[config.mk]
export PLATFORM = sky130hd
export DESIGN_NAME = systematic_resampler_top
export DESIGN_NICKNAME = d
export VERILOG_FILES = /design/src/hdl/rsmp_pkg.sv /design/src/hdl/rsmp_wmem.sv /design/src/hdl/rsmp_walk.sv /design/src/hdl/systematic_resampler_top.sv
export VERILOG_INCLUDE_DIRS = /design/src /design/src/hdl
export SDC_FILE = /design/constraint.sdc
export NUM_CORES = 2
export LEC_CHECK = 0
export BUFFER_PORTS_ARGS = -buffer_cell sky130_fd_sc_hd__buf_2
export CAP_MARGIN = 15
export CORE_MARGIN = 1
export CORE_UTILIZATION = 60
export CTS_CLUSTER_SIZE = 30
export DETAILED_ROUTE_END_ITERATION = 10
export PLACE_DENSITY = 0.8
export SLEW_MARGIN = 25
export SYNTH_ARGS = -nofsm -noshare
export SYNTH_HDL_FRONTEND = slang
export SYNTH_SLANG_ARGS = --single-unit
export TNS_END_PERCENT = 10
[constraint.sdc]
create_clock -name clk -period 4.71 [get_ports clk]
set_input_delay 0.471 -clock clk [delete_from_list [all_inputs] [get_ports clk]]
set_output_delay 0.471 -clock clk [all_outputs]
set_load 0.02 [all_outputs]
[src/hdl/systematic_resampler_top_macros.svh]
// ----------------------------------------------------------------------------
// Systematic resampler assertion macros
// Concurrent checks clocked on clk and disabled while arst_n is low.
// ----------------------------------------------------------------------------
`ifndef SYSTEMATIC_RESAMPLER_TOP_MACROS_SVH
`define SYSTEMATIC_RESAMPLER_TOP_MACROS_SVH

`ifndef NO_ASSERTIONS
// hold a property at every edge outside reset
`define SR_ASSERT(lbl, prop, msg) \
	lbl: assert property (@(posedge clk) disable iff (!arst_n) (prop)) else $error(msg);
// antecedent at one edge implies consequent at the next
`define SR_ASSERT_NEXT(lbl, ante, cons, msg) \
	lbl: assert property (@(posedge clk) disable iff (!arst_n) (ante) |=> (cons)) \
		else $error(msg);
`else
`define SR_ASSERT(lbl, prop, msg)
`define SR_ASSERT_NEXT(lbl, ante, cons, msg)
`endif

`endif

[src/hdl/rsmp_pkg.sv]
// ----------------------------------------------------------------------------
// Systematic resampler package
// Opcodes, register indexes, reset values and shared types.
// ----------------------------------------------------------------------------
`default_nettype none

package rsmp_pkg;

	localparam int PIN_W       = 7;
	localparam int CFG_IDX_W   = 1;
	localparam int CFG_DATA_W  = 32;
	localparam int OFFSET_W    = 32;
	localparam int STEP_W      = 32;
	localparam int INDEX_OUT_W = 6;
	localparam int MIN_PARTICLES = 2;

	localparam logic OP_LOAD  = 1'b0;
	localparam logic OP_START = 1'b1;

	localparam logic [CFG_IDX_W-1:0] CFG_PARTICLES_IN_USE = 1'b0;
	localparam logic [CFG_IDX_W-1:0] CFG_STEP_INCREMENT   = 1'b1;

	localparam logic [PIN_W-1:0]  PIN_RESET  = 7'd64;
	localparam logic [STEP_W-1:0] STEP_RESET = 32'd67108864;

	typedef enum logic [1:0] {
		WK_IDLE,
		WK_PRIME,
		WK_STEP
	} walk_state_t;

	typedef struct packed {
		logic busy;
		logic rd_en;
	} walk_stat_t;

endpackage

`default_nettype wire

[src/hdl/rsmp_wmem.sv]
// ----------------------------------------------------------------------------
// Weight memory
// Single write port, single read port, registered read data.
// ----------------------------------------------------------------------------
`default_nettype none

module rsmp_wmem #(
	parameter int DEPTH = 64,
	parameter int WIDTH = 32
) (
	input  wire logic                     clk,
	input  wire logic                     we,
	input  wire logic [$clog2(DEPTH)-1:0] waddr,
	input  wire logic [WIDTH-1:0]         wdata,
	input  wire logic                     re,
	input  wire logic [$clog2(DEPTH)-1:0] raddr,
	output logic      [WIDTH-1:0]         rdata
);

	logic [WIDTH-1:0] mem [DEPTH];

	always_ff @(posedge clk) begin
		if (we) begin
			mem[waddr] <= wdata;
		end
	end

	// read data holds until the next read
	always_ff @(posedge clk) begin
		if (re) begin
			rdata <= mem[raddr];
		end
	end

endmodule

`default_nettype wire

[src/hdl/rsmp_walk.sv]
// ----------------------------------------------------------------------------
// Resampling walk engine
// Walks the weight memory once per round and emits one index per pointer slot.
// ----------------------------------------------------------------------------
`default_nettype none

module rsmp_walk #(
	parameter int MAX_PARTICLES = 64,
	parameter int WEIGHT_BITS   = 32
) (
	input  wire logic                                 clk,
	input  wire logic                                 arst_n,
	input  wire logic                                 start,
	input  wire logic [rsmp_pkg::OFFSET_W-1:0]        offset,
	input  wire logic [$clog2(MAX_PARTICLES+1)-1:0]   count,
	input  wire logic [rsmp_pkg::STEP_W-1:0]          step,
	input  wire logic [WEIGHT_BITS-1:0]               rdata,
	output rsmp_pkg::walk_stat_t                      stat,
	output logic      [$clog2(MAX_PARTICLES)-1:0]     rd_addr,
	output logic                                      out_valid,
	input  wire logic                                 out_ready,
	output logic      [rsmp_pkg::INDEX_OUT_W-1:0]     selected_index,
	output logic                                      last_of_round
);

	localparam int IDX_W = $clog2(MAX_PARTICLES);
	localparam int CNT_W = $clog2(MAX_PARTICLES+1);
	localparam int P_W   = CNT_W + 1;
	localparam int ACC_W = WEIGHT_BITS + 1;
	localparam int SUM_W = ((ACC_W > rsmp_pkg::STEP_W) ? ACC_W : rsmp_pkg::STEP_W) + 1;
	localparam int OUT_W = rsmp_pkg::INDEX_OUT_W;
	localparam logic [ACC_W-1:0] ACC_MAX = '1;

	function automatic logic [ACC_W-1:0] sat_add(input logic [ACC_W-1:0] a,
	                                             input logic [SUM_W-1:0] b);
		logic [SUM_W-1:0] sum;
		sum = SUM_W'(a) + b;
		return (sum > SUM_W'(ACC_MAX)) ? ACC_MAX : sum[ACC_W-1:0];
	endfunction

	rsmp_pkg::walk_state_t state_q, state_d;

	logic [IDX_W-1:0] idx_q;
	logic [IDX_W-1:0] slot_q;
	logic [ACC_W-1:0] cum_q;
	logic [ACC_W-1:0] ptr_q;
	logic             out_valid_q;
	logic [IDX_W-1:0] out_index_q;
	logic             out_last_q;

	logic [P_W-1:0]   idx_p1;
	logic [P_W-1:0]   idx_p2;
	logic [P_W-1:0]   count_p;
	logic [SUM_W-1:0] offset_ext;
	logic             advance;
	logic             slot_last;
	logic             emit_ok;
	logic             adv_go;
	logic             emit_go;

	assign idx_p1     = P_W'(idx_q) + P_W'(1);
	assign idx_p2     = P_W'(idx_q) + P_W'(2);
	assign count_p    = P_W'(count);
	assign offset_ext = SUM_W'(offset);
	assign advance    = (ptr_q > cum_q) && (idx_p1 < count_p);
	assign slot_last  = (P_W'(slot_q) + P_W'(1)) == count_p;
	assign emit_ok    = !out_valid_q || out_ready;

	always_comb begin
		state_d = state_q;
		case (state_q)
			rsmp_pkg::WK_IDLE: begin
				if (start) begin
					state_d = rsmp_pkg::WK_PRIME;
				end
			end
			rsmp_pkg::WK_PRIME: begin
				state_d = rsmp_pkg::WK_STEP;
			end
			rsmp_pkg::WK_STEP: begin
				if (!advance && emit_ok && slot_last) begin
					state_d = rsmp_pkg::WK_IDLE;
				end
			end
			default: begin
				state_d = rsmp_pkg::WK_IDLE;
			end
		endcase
	end

	always_comb begin
		stat.busy  = 1'b1;
		stat.rd_en = 1'b0;
		rd_addr    = '0;
		adv_go     = 1'b0;
		emit_go    = 1'b0;
		case (state_q)
			rsmp_pkg::WK_IDLE: begin
				stat.busy  = 1'b0;
				stat.rd_en = start;
			end
			rsmp_pkg::WK_PRIME: begin
				stat.rd_en = 1'b1;
				rd_addr    = IDX_W'(1);
			end
			rsmp_pkg::WK_STEP: begin
				adv_go     = advance;
				emit_go    = !advance && emit_ok;
				// prefetch the weight after the one being added
				stat.rd_en = advance && (idx_p2 < count_p);
				rd_addr    = idx_p2[IDX_W-1:0];
			end
			default: begin
				stat.busy = 1'b0;
			end
		endcase
	end

	always_ff @(posedge clk or negedge arst_n) begin
		if (!arst_n) begin
			state_q     <= rsmp_pkg::WK_IDLE;
			out_valid_q <= 1'b0;
		end else begin
			state_q <= state_d;
			if (emit_go) begin
				out_valid_q <= 1'b1;
			end else if (out_ready) begin
				out_valid_q <= 1'b0;
			end
		end
	end

	always_ff @(posedge clk) begin
		if (state_q == rsmp_pkg::WK_IDLE && start) begin
			idx_q  <= '0;
			slot_q <= '0;
			ptr_q  <= (offset_ext > SUM_W'(ACC_MAX)) ? ACC_MAX : offset_ext[ACC_W-1:0];
		end
		if (state_q == rsmp_pkg::WK_PRIME) begin
			cum_q <= ACC_W'(rdata);
		end
		if (adv_go) begin
			idx_q <= idx_p1[IDX_W-1:0];
			cum_q <= sat_add(cum_q, SUM_W'(rdata));
		end
		if (emit_go) begin
			out_index_q <= idx_q;
			out_last_q  <= slot_last;
			if (!slot_last) begin
				ptr_q  <= sat_add(ptr_q, SUM_W'(step));
				slot_q <= slot_q + IDX_W'(1);
			end
		end
	end

	assign out_valid      = out_valid_q;
	assign selected_index = OUT_W'(out_index_q);
	assign last_of_round  = out_last_q;

endmodule

`default_nettype wire

[src/hdl/systematic_resampler_top.sv]
// ----------------------------------------------------------------------------
// Systematic resampler
// Particle weight store and systematic resampling walk.
// ----------------------------------------------------------------------------
// Load transfers (opcode 0) write the next weight entry; loads beyond the
// clamped particles_in_use count are dropped. A start transfer (opcode 1)
// runs one round that yields that clamped count of index transfers. The
// weight memory's single read port delivers one entry per cycle to the
// accumulate-and-compare loop while the walk advances past store entries.
// Input is not taken while a round runs. The last index can wait in the
// output register while new loads are taken. Weight entries are not cleared
// at reset and must be loaded before a round reads them.
`default_nettype none
`include "systematic_resampler_top_macros.svh"

module systematic_resampler_top #(
	parameter int MAX_PARTICLES = 64,
	parameter int WEIGHT_BITS   = 32
) (
	input  wire logic                                clk,
	input  wire logic                                arst_n,
	input  wire logic                                cfg_write_en,
	input  wire logic [rsmp_pkg::CFG_IDX_W-1:0]      cfg_index,
	input  wire logic [rsmp_pkg::CFG_DATA_W-1:0]     cfg_data,
	input  wire logic                                in_valid,
	output logic                                     in_ready,
	input  wire logic                                opcode,
	input  wire logic [31:0]                         weight_value,
	input  wire logic [rsmp_pkg::OFFSET_W-1:0]       random_offset,
	output logic                                     out_valid,
	input  wire logic                                out_ready,
	output logic      [rsmp_pkg::INDEX_OUT_W-1:0]    selected_index,
	output logic                                     last_of_round
);

	localparam int IDX_W = $clog2(MAX_PARTICLES);
	localparam int CNT_W = $clog2(MAX_PARTICLES+1);
	localparam int PIN_W = rsmp_pkg::PIN_W;

	logic [PIN_W-1:0]              pin_q;
	logic [rsmp_pkg::STEP_W-1:0]   step_q;
	logic [CNT_W-1:0]              load_count_q;
	logic [CNT_W-1:0]              count;
	logic                          in_xfer;
	logic                          start;
	logic                          mem_we;
	logic [WEIGHT_BITS-1:0]        mem_rdata;
	logic [IDX_W-1:0]              rd_addr;
	rsmp_pkg::walk_stat_t          walk_stat;

	// clamp the particle count into the supported range
	always_comb begin
		if (pin_q < PIN_W'(rsmp_pkg::MIN_PARTICLES)) begin
			count = CNT_W'(rsmp_pkg::MIN_PARTICLES);
		end else if (pin_q > PIN_W'(MAX_PARTICLES)) begin
			count = CNT_W'(MAX_PARTICLES);
		end else begin
			count = CNT_W'(pin_q);
		end
	end

	always_ff @(posedge clk or negedge arst_n) begin
		if (!arst_n) begin
			pin_q  <= rsmp_pkg::PIN_RESET;
			step_q <= rsmp_pkg::STEP_RESET;
		end else if (cfg_write_en) begin
			case (cfg_index)
				rsmp_pkg::CFG_PARTICLES_IN_USE: pin_q  <= cfg_data[PIN_W-1:0];
				rsmp_pkg::CFG_STEP_INCREMENT:   step_q <= cfg_data[rsmp_pkg::STEP_W-1:0];
				default: begin
				end
			endcase
		end
	end

	assign in_ready = !walk_stat.busy;
	assign in_xfer  = in_valid && in_ready;
	assign start    = in_xfer && (opcode == rsmp_pkg::OP_START);
	assign mem_we   = in_xfer && (opcode == rsmp_pkg::OP_LOAD) && (load_count_q < count);

	always_ff @(posedge clk or negedge arst_n) begin
		if (!arst_n) begin
			load_count_q <= '0;
		end else if (start) begin
			load_count_q <= '0;
		end else if (mem_we) begin
			load_count_q <= load_count_q + CNT_W'(1);
		end
	end

	rsmp_wmem #(
		.DEPTH (MAX_PARTICLES),
		.WIDTH (WEIGHT_BITS)
	) u_wmem (
		.clk   (clk),
		.we    (mem_we),
		.waddr (load_count_q[IDX_W-1:0]),
		.wdata (WEIGHT_BITS'(weight_value)),
		.re    (walk_stat.rd_en),
		.raddr (rd_addr),
		.rdata (mem_rdata)
	);

	rsmp_walk #(
		.MAX_PARTICLES (MAX_PARTICLES),
		.WEIGHT_BITS   (WEIGHT_BITS)
	) u_walk (
		.clk            (clk),
		.arst_n         (arst_n),
		.start          (start),
		.offset         (random_offset),
		.count          (count),
		.step           (step_q),
		.rdata          (mem_rdata),
		.stat           (walk_stat),
		.rd_addr        (rd_addr),
		.out_valid      (out_valid),
		.out_ready      (out_ready),
		.selected_index (selected_index),
		.last_of_round  (last_of_round)
	);

	`SR_ASSERT(a_no_write_in_round, walk_stat.busy |-> !mem_we, "weight write during a round")
	`SR_ASSERT_NEXT(a_prime_read, start, walk_stat.busy && walk_stat.rd_en, "no prime read after start")
	`SR_ASSERT(a_index_in_range, out_valid |-> (selected_index < count), "index beyond particle count")

endmodule

`default_nettype wire

## Word-level counts from Yosys, hierarchy flattened

Memory sizes are Yosys's and may differ from the RTL's. A register that Yosys moved wholly into a read port is not among the register bits.
Index checks and enable logic that the tools add are counted.

- $add $sub $neg: 7
- $lt $le $gt $ge: 9
- Eq/ne operators: 5
- Multiplexer cells: 29
- Bitwise gates (word level): 2
- Reduce and logical (&&, ||, !) cells: 22

Operator list:

| operator | number |
|---|---|
| two-way mux 33 bit | 8 |
| adder 33 x 32 -> 34 bit | 2 |
| greater-than comparator 34 x 33 -> 1 bit, second input constant | 2 |
| greater-than comparator 32 x 33 -> 1 bit, second input constant | 1 |
| greater-than comparator 33 bit | 1 |
| two-way mux 6 bit | 5 |
| two-way mux 7 bit | 4 |
| less-than comparator 8 x 7 -> 1 bit | 2 |
| adder 6 x 1 -> 7 bit, second input constant | 2 |
| case mux 6 bit (2 select lines) | 1 |
| logical AND 1 bit | 9 |
| == test 8 x 7 -> 1 bit | 1 |
| nonzero test 2 bit | 4 |
| adder 6 x 2 -> 7 bit, second input constant | 1 |
| adder 7 x 1 -> 7 bit, second input constant | 1 |
| greater-than comparator 7 bit, second input constant | 1 |
| less-than comparator 7 x 2 -> 1 bit, second input constant | 1 |
| less-than comparator 7 bit | 1 |
| two-way mux 1 bit | 7 |
| adder 6 x 1 -> 6 bit, second input constant | 1 |
| case mux 2 bit (3 select lines) | 1 |
| AND reduction 2 bit | 3 |
| two-way mux 2 bit | 2 |
| inequality test 2 x 1 -> 1 bit, second input constant | 2 |
| 8 further kinds | 11 |

- Register bits after elaboration: 134
- Memory bits (writable): 2048
- Output and inout port bits: 9
- Logic and storage cells: 86
- Memories: 1

Memories:

| memory | words | bits a word | rd ports | clocked after Yosys merged registers in | wr ports | RTL line | RTL |
|---|---|---|---|---|---|---|---|
| u_wmem.mem | 64 | 32 | 1 | 1 | 1 | rsmp_wmem.sv:20 | `logic [WIDTH-1:0] mem [DEPTH];` |

## Logic depth before layout (Yosys ltp)

- Word-level depth: 10
- Mapped depth: 14
- Gate-level depth less buffers: 13

## Modules after synthesis

From an unflattened synthesis, not the netlist that was laid out.

- Cell total of the unflattened synthesis: 4536
- Area, all modules: 89567.2 um^2

Modules (own cells, without submodules):

| module | times used | cells each | area an instance (um^2) | seq. area each (um^2) |
|---|---|---|---|---|
| rsmp_wmem | 1 | 3324 | 78835.6 | 62459.9 |
| rsmp_walk | 1 | 1060 | 8694.6 | 2237.1 |
| systematic_resampler_top | 1 | 152 | 2037.0 | 1153.6 |

## Worst setup path before layout

OpenSTA, ideal clock, no wires.

- Path type: reg-to-reg
- Start point: register pin_q[2]
- End point: memory u_wmem.mem[63][0], enable pin
- Setup time: 0.421 ns
- Data arrival time: 3.796 ns
- Required time: 4.289 ns
- Path slack: 0.493 ns
- Cell stages (with the launch flop): 12
- Cell sequence: dfrtp_1 -> or4_4 -> nand2b_1 -> nand2_1 -> ha_1 -> nor3_1 -> a21oi_1 -> nand4b_1 -> nor2_1 -> nand3_1 -> buf_2 -> nor2_1

- Longest elaborated chain between the ends: 7

RTL lines:

| item | RTL line | RTL |
|---|---|---|
| start, declared | systematic_resampler_top.sv:40 | `logic [PIN_W-1:0] pin_q;` |
| start signal, assigned | systematic_resampler_top.sv:64 | `pin_q <= rsmp_pkg::PIN_RESET;` |
| start signal, assigned | systematic_resampler_top.sv:68 | `rsmp_pkg::CFG_PARTICLES_IN_USE: pin_q <= cfg_data[PIN_W-1:0];` |
| greater-than comparator 7 bit | systematic_resampler_top.sv:55 | `end else if (pin_q > PIN_W'(MAX_PARTICLES)) begin` |
| two-way mux 7 bit | systematic_resampler_top.sv:55 |  |
| two-way mux 7 bit * | systematic_resampler_top.sv:53 | `if (pin_q < PIN_W'(rsmp_pkg::MIN_PARTICLES)) begin` |
| less-than comparator 7 bit * | systematic_resampler_top.sv:79 | `assign mem_we = in_xfer && (opcode == rsmp_pkg::OP_LOAD) && (load_count_q < count);` |
| logical AND 1 bit * | systematic_resampler_top.sv:79 |  |
| two-way mux 1 bit * | rsmp_wmem.sv:23 | `if (we) begin` |
| two-way mux 1 bit (not written as such) * | rsmp_wmem.sv:24 | `mem[waddr] <= wdata;` |
| end, declared | rsmp_wmem.sv:20 |  |

Every way passes the cells marked *; elsewhere a longest branch is shown, timed or not.

## Worst setup path in the final report

- Start point: register pin_q[3]
- End point: register u_walk.cum_q[28], data pin

- Longest elaborated chain between the ends: 7

RTL lines:

| item | RTL line | RTL |
|---|---|---|
| greater-than comparator 7 bit | systematic_resampler_top.sv:55 |  |
| two-way mux 7 bit | systematic_resampler_top.sv:55 |  |
| two-way mux 7 bit * | systematic_resampler_top.sv:53 |  |
| less-than comparator 8 x 7 -> 1 bit * | rsmp_walk.sv:65 | `assign advance = (ptr_q > cum_q) && (idx_p1 < count_p);` |
| logical AND 1 bit * | rsmp_walk.sv:65 |  |
| two-way mux 1 bit * | rsmp_walk.sv:97 | `case (state_q)` |
| two-way mux 33 bit * | rsmp_walk.sv:142 | `if (adv_go) begin` |
| end signal, assigned | rsmp_walk.sv:140 | `cum_q <= ACC_W'(rdata);` |
| end signal, assigned | rsmp_walk.sv:144 | `cum_q <= sat_add(cum_q, SUM_W'(rdata));` |
| end, declared | rsmp_walk.sv:45 | `logic [ACC_W-1:0] cum_q;` |

Marked as above.
A chain may end at the register's enable or synchronous reset.

==> results.sh <==
export IMPL_htreeDepth=4
export IMPL_grt_overflow=0
export IMPL_crit_path_top_delay_cell="or4_4"
export IMPL_worst_slew_pin_slew_ns=1.03
export IMPL_nets=5366
export IMPL_routedWlPerCell_um=32.1
export IMPL_synth_edf_count=2126
export IMPL_postCtsSetupRepairBufs=0
export IMPL_powerDensity_mw_per_mm2=509
export IMPL_io_pins=112
export IMPL_crit_path_end_kind="flop"
export IMPL_r2r_start="pin_q[3]"
export IMPL_rsz0062_at_grt="no"
export IMPL_grt_pass1_wl_mm=340
export IMPL_io_buffer_count=111
export IMPL_fin_crit_ns=4.28
export IMPL_clk_path_buf_depth=3
export IMPL_die_y_um=389
export IMPL_drt_iter0_drc=6432
export IMPL_worst_slew_margin_rel=0.310
export IMPL_cts_sinks=2214
export IMPL_antenna_left=0
export IMPL_grtUsageMet1=0.401
export IMPL_core_area_mm2=0.148
export IMPL_regArea_mm2=0.0659
export IMPL_final_util=0.691
export IMPL_n_antenna_cell=0
export IMPL_crit_arrival_ns=4.82
export IMPL_synth_compound_area_frac=0.0516
export IMPL_synthAdderAreaFrac=0.0175
export IMPL_clock_skew_ns=0.0648
export IMPL_die_w_um=389
export IMPL_final_cell_mix="edfxtp_1, mux4_2, nand2_1, clkbuf_16, buf_4"
export IMPL_num_rows=141
export IMPL_critical_path_required_ns=5.25
export IMPL_final_max_slew_viol_count=0
export IMPL_leakage_nw=33.3
export IMPL_startpoint="pin_q[3]"
export IMPL_finalCritPeriodShare=0.909
export IMPL_status="completed"
export IMPL_start_util=0.607
export IMPL_timing_hold_ws_ns=0.0667
export IMPL_muxShareOfSynthArea=0.134
export IMPL_hold_violations=0
export IMPL_peakVddDrop_mv=0.397
export IMPL_place_ws_ns=0.490
export IMPL_use_met2=0.512
export IMPL_cts_buffers=207
export IMPL_cts_clk_slew_worst_paths_ns=0.06
export IMPL_synthCells=4786
export IMPL_synth_top_family_by_area="multiplexers"
export IMPL_vias=50200
export IMPL_cts_tree="done"
export IMPL_layout_commonest_cell="edfxtp_1"
export IMPL_fmax_ghz=0.234
export IMPL_finalWorstSetupSlack_ns=0.430
export IMPL_max_cap_violations=0
export IMPL_ctsHoldBuffers=65
export IMPL_drive_gt1_frac=0.244
export IMPL_path_max_fanout=50
export IMPL_grt_max_degree=98
export IMPL_multi_input_area_mm2=0.0232
export IMPL_die_area_mm2=0.152
export IMPL_synthSimpleGateAreaFrac=0.0410
export IMPL_insertion_delay_ns=0.85
export IMPL_worst_setup_path_start_kind="flop"
export IMPL_crit_type="reg2reg"
export IMPL_ys_types=79
export IMPL_drt_total_wl_mm=235
export IMPL_yosys_warnings=0
export IMPL_final_area_mm2=0.103
export IMPL_dp_hpwl_mm=128
export IMPL_dpl_instance_area_mm2=0.0952
export IMPL_cts_resized=0
export IMPL_syn_nets=5014
export IMPL_syn_area_per_cell_um2=18.8
export IMPL_synthArstFlopShare=0.0221
export IMPL_critical_path_cell_chain="or4_4 -> nand2b_1 -> nand2_1 -> ha_1 -> a211oi_1 -> a221oi_1 -> a221oi_1 -> o211ai_1 -> a31o_2 -> nor2_4 -> buf_12 -> nand2_1 -> o22a_1"
export IMPL_first_pass_iters=8
export IMPL_fin_tns_setup_ns=0
export IMPL_ys_seq_area_frac=0.732
export IMPL_synth_main_ff_cell="edfxtp_1"
export IMPL_hp_start="cfg_write_en"
export IMPL_avgViaCountPerCell=6.86
export IMPL_routabilityCongestion=0.851
export IMPL_slowest_delay_ns=0.56
export IMPL_root_buffer="clkbuf_16"
export IMPL_fillCellCount=8583
export IMPL_synth_xor_area_share=0.00749
export IMPL_first_global_vias=51500
export IMPL_crit_family="compound AO/OA/AOI/OAI gates"
export IMPL_synth_seq_cells=2214
export IMPL_path_buf_inv=1
export IMPL_grt_total_usage=0.313
export IMPL_antenna_found_initial=6
export IMPL_drt_drc_violations_left=0
export IMPL_final_setup_viol_count=0
export IMPL_syn2layout_area_growth_pct=13.9
export IMPL_hp_class="in2reg"
export IMPL_use_met3=0.0667
export IMPL_netlist_area_mm2=0.0900
export IMPL_grt_busiest_layer="met2"
==> worst register-to-register path: stages, from the launching register on <==
cell and delay (ns):
dfrtp_1 0.42, or4_4 0.56, nand2b_1 0.09, nand2_1 0.14, ha_1 0.25, a211oi_1 0.28
a221oi_1 0.15, a221oi_1 0.51, o211ai_1 0.16, a31o_2 0.28, nor2_4 0.27, buf_12 0.29
nand2_1 0.35, o22a_1 0.28
==> cells by family (layout without fill, tap and decap cells) <==
| logic type | count (synthesis) | count (layout) |
|---|---|---|
| buffers and inverters | 342 | 868 |
| AND/OR/NAND/NOR | 797 | 797 |
| AO/OA/AOI/OAI | 674 | 674 |
| multiplexers | 557 | 557 |
| XOR/XNOR | 77 | 77 |
| flip-flops | 2214 | 2214 |
| adder cells (fa/ha/maj) | 125 | 125 |
==> stage by stage <==
stage / power [mW] / std cells
after detailed placement: 35.8 / 6866
after CTS: 52.2 / 7314
final: 52.2 / 7314
after global placement: 35.5 / 6864
after global routing: 53.9 / 7314
after floorplan: 31.7 / 4786
==> routing by layer <==
layer	wire [um]	up-vias
met5	46	-
met4	12600	6
met2	115000	3634
met3	26000	720
met1	81300	25600
li1	-	20200
==> cell type report <==
class	count	share of cell area
clock inverters	126	0.0115
multi-input cells	2230	0.226
flip-flops and latches	2214	0.642
repair buffers	420	0.0403
inverters	65	0.00238
clock buffers	257	0.0532
well taps	2002	0.0244
==> cells in the mapped netlist (all sizes together), types with 3 or more instances <==
| master | number | area (um^2) |
|---|---|---|
| nand2b | 13 | 81.3 |
| o211ai | 4 | 30.0 |
| a31oi | 98 | 613 |
| and3 | 11 | 68.8 |
| a211o | 4 | 35.0 |
| dfrtp | 47 | 1180 |
| or3 | 5 | 31.3 |
| o22a | 10 | 87.6 |
| nand3b | 10 | 75.1 |
| o2111ai | 7 | 67.6 |
| xor2 | 38 | 333 |
| a311oi | 64 | 561 |
| mux4 | 512 | 11500 |
| nand4 | 21 | 131 |
| a21oi | 150 | 751 |
| mux2i | 3 | 30.0 |
| a21o | 38 | 290 |
| xnor2 | 39 | 342 |
| a32oi | 31 | 272 |
| mux2 | 42 | 473 |
| a221o | 3 | 30.0 |
| nand3 | 28 | 140 |
| o21bai | 4 | 30.0 |
| o21a | 8 | 60.1 |
| ha | 123 | 1540 |
| dfxtp | 39 | 781 |
| nor2b | 16 | 100 |
| buf | 131 | 738 |
| a211oi | 169 | 1270 |
| o21ai | 55 | 279 |
| o31a | 3 | 26.3 |
| nand2 | 388 | 1460 |
| a2111oi | 5 | 50.0 |
| edfxtp | 2126 | 63800 |
| or3b | 3 | 26.3 |
| inv | 64 | 240 |
| or2 | 6 | 37.5 |
| nor2 | 134 | 513 |
| clkbuf | 146 | 549 |
| and2 | 142 | 888 |
| a221oi | 6 | 58.8 |
| nor3 | 9 | 45.0 |
==> registers in the layout (all words and copies together) (netlist names) <==
| name | cells |
|---|---|
| u_wmem.rdata | 32 |
| u_walk.state_q | 2 |
| step_q | 32 |
| u_walk.slot_q | 6 |
| u_walk.out_valid | 1 |
| u_walk.cum_q | 33 |
| pin_q | 7 |
| u_walk.ptr_q | 33 |
| load_count_q | 7 |
| u_walk.selected_index | 6 |
| u_walk.idx_q | 6 |
| u_wmem.mem | 2048 |
| u_walk.last_of_round | 1 |
==> power breakdown <==
| group | total, mW | leakage, nW | internal [mW] | switching, mW |
|---|---|---|---|---|
| logic | 12.8 | 10.0 | 5.56 | 7.22 |
| registers | 23.0 | 20.1 | 22.4 | 0.610 |
| clock network | 16.4 | 3.21 | 9.12 | 7.32 |
| total | 52.2 | 33.3 | 37.1 | 15.1 |
==> path summary, 6_finish.rpt <==
path | to | slack, ns | cells past startpoint
max in group asynchronous | load_count_q[0] | 3.87 | 3
hold reg to reg | u_walk.ptr_q[12] | 0.50 | 2
setup / recovery | u_walk.cum_q[28] | 0.43 | 13
setup reg to reg | u_walk.cum_q[28] | 0.43 | 13
hold / removal | step_q[0] | 0.07 | 3
min in group asynchronous | step_q[23] | 0.32 | 3
(Power assumes the default switching activity.)
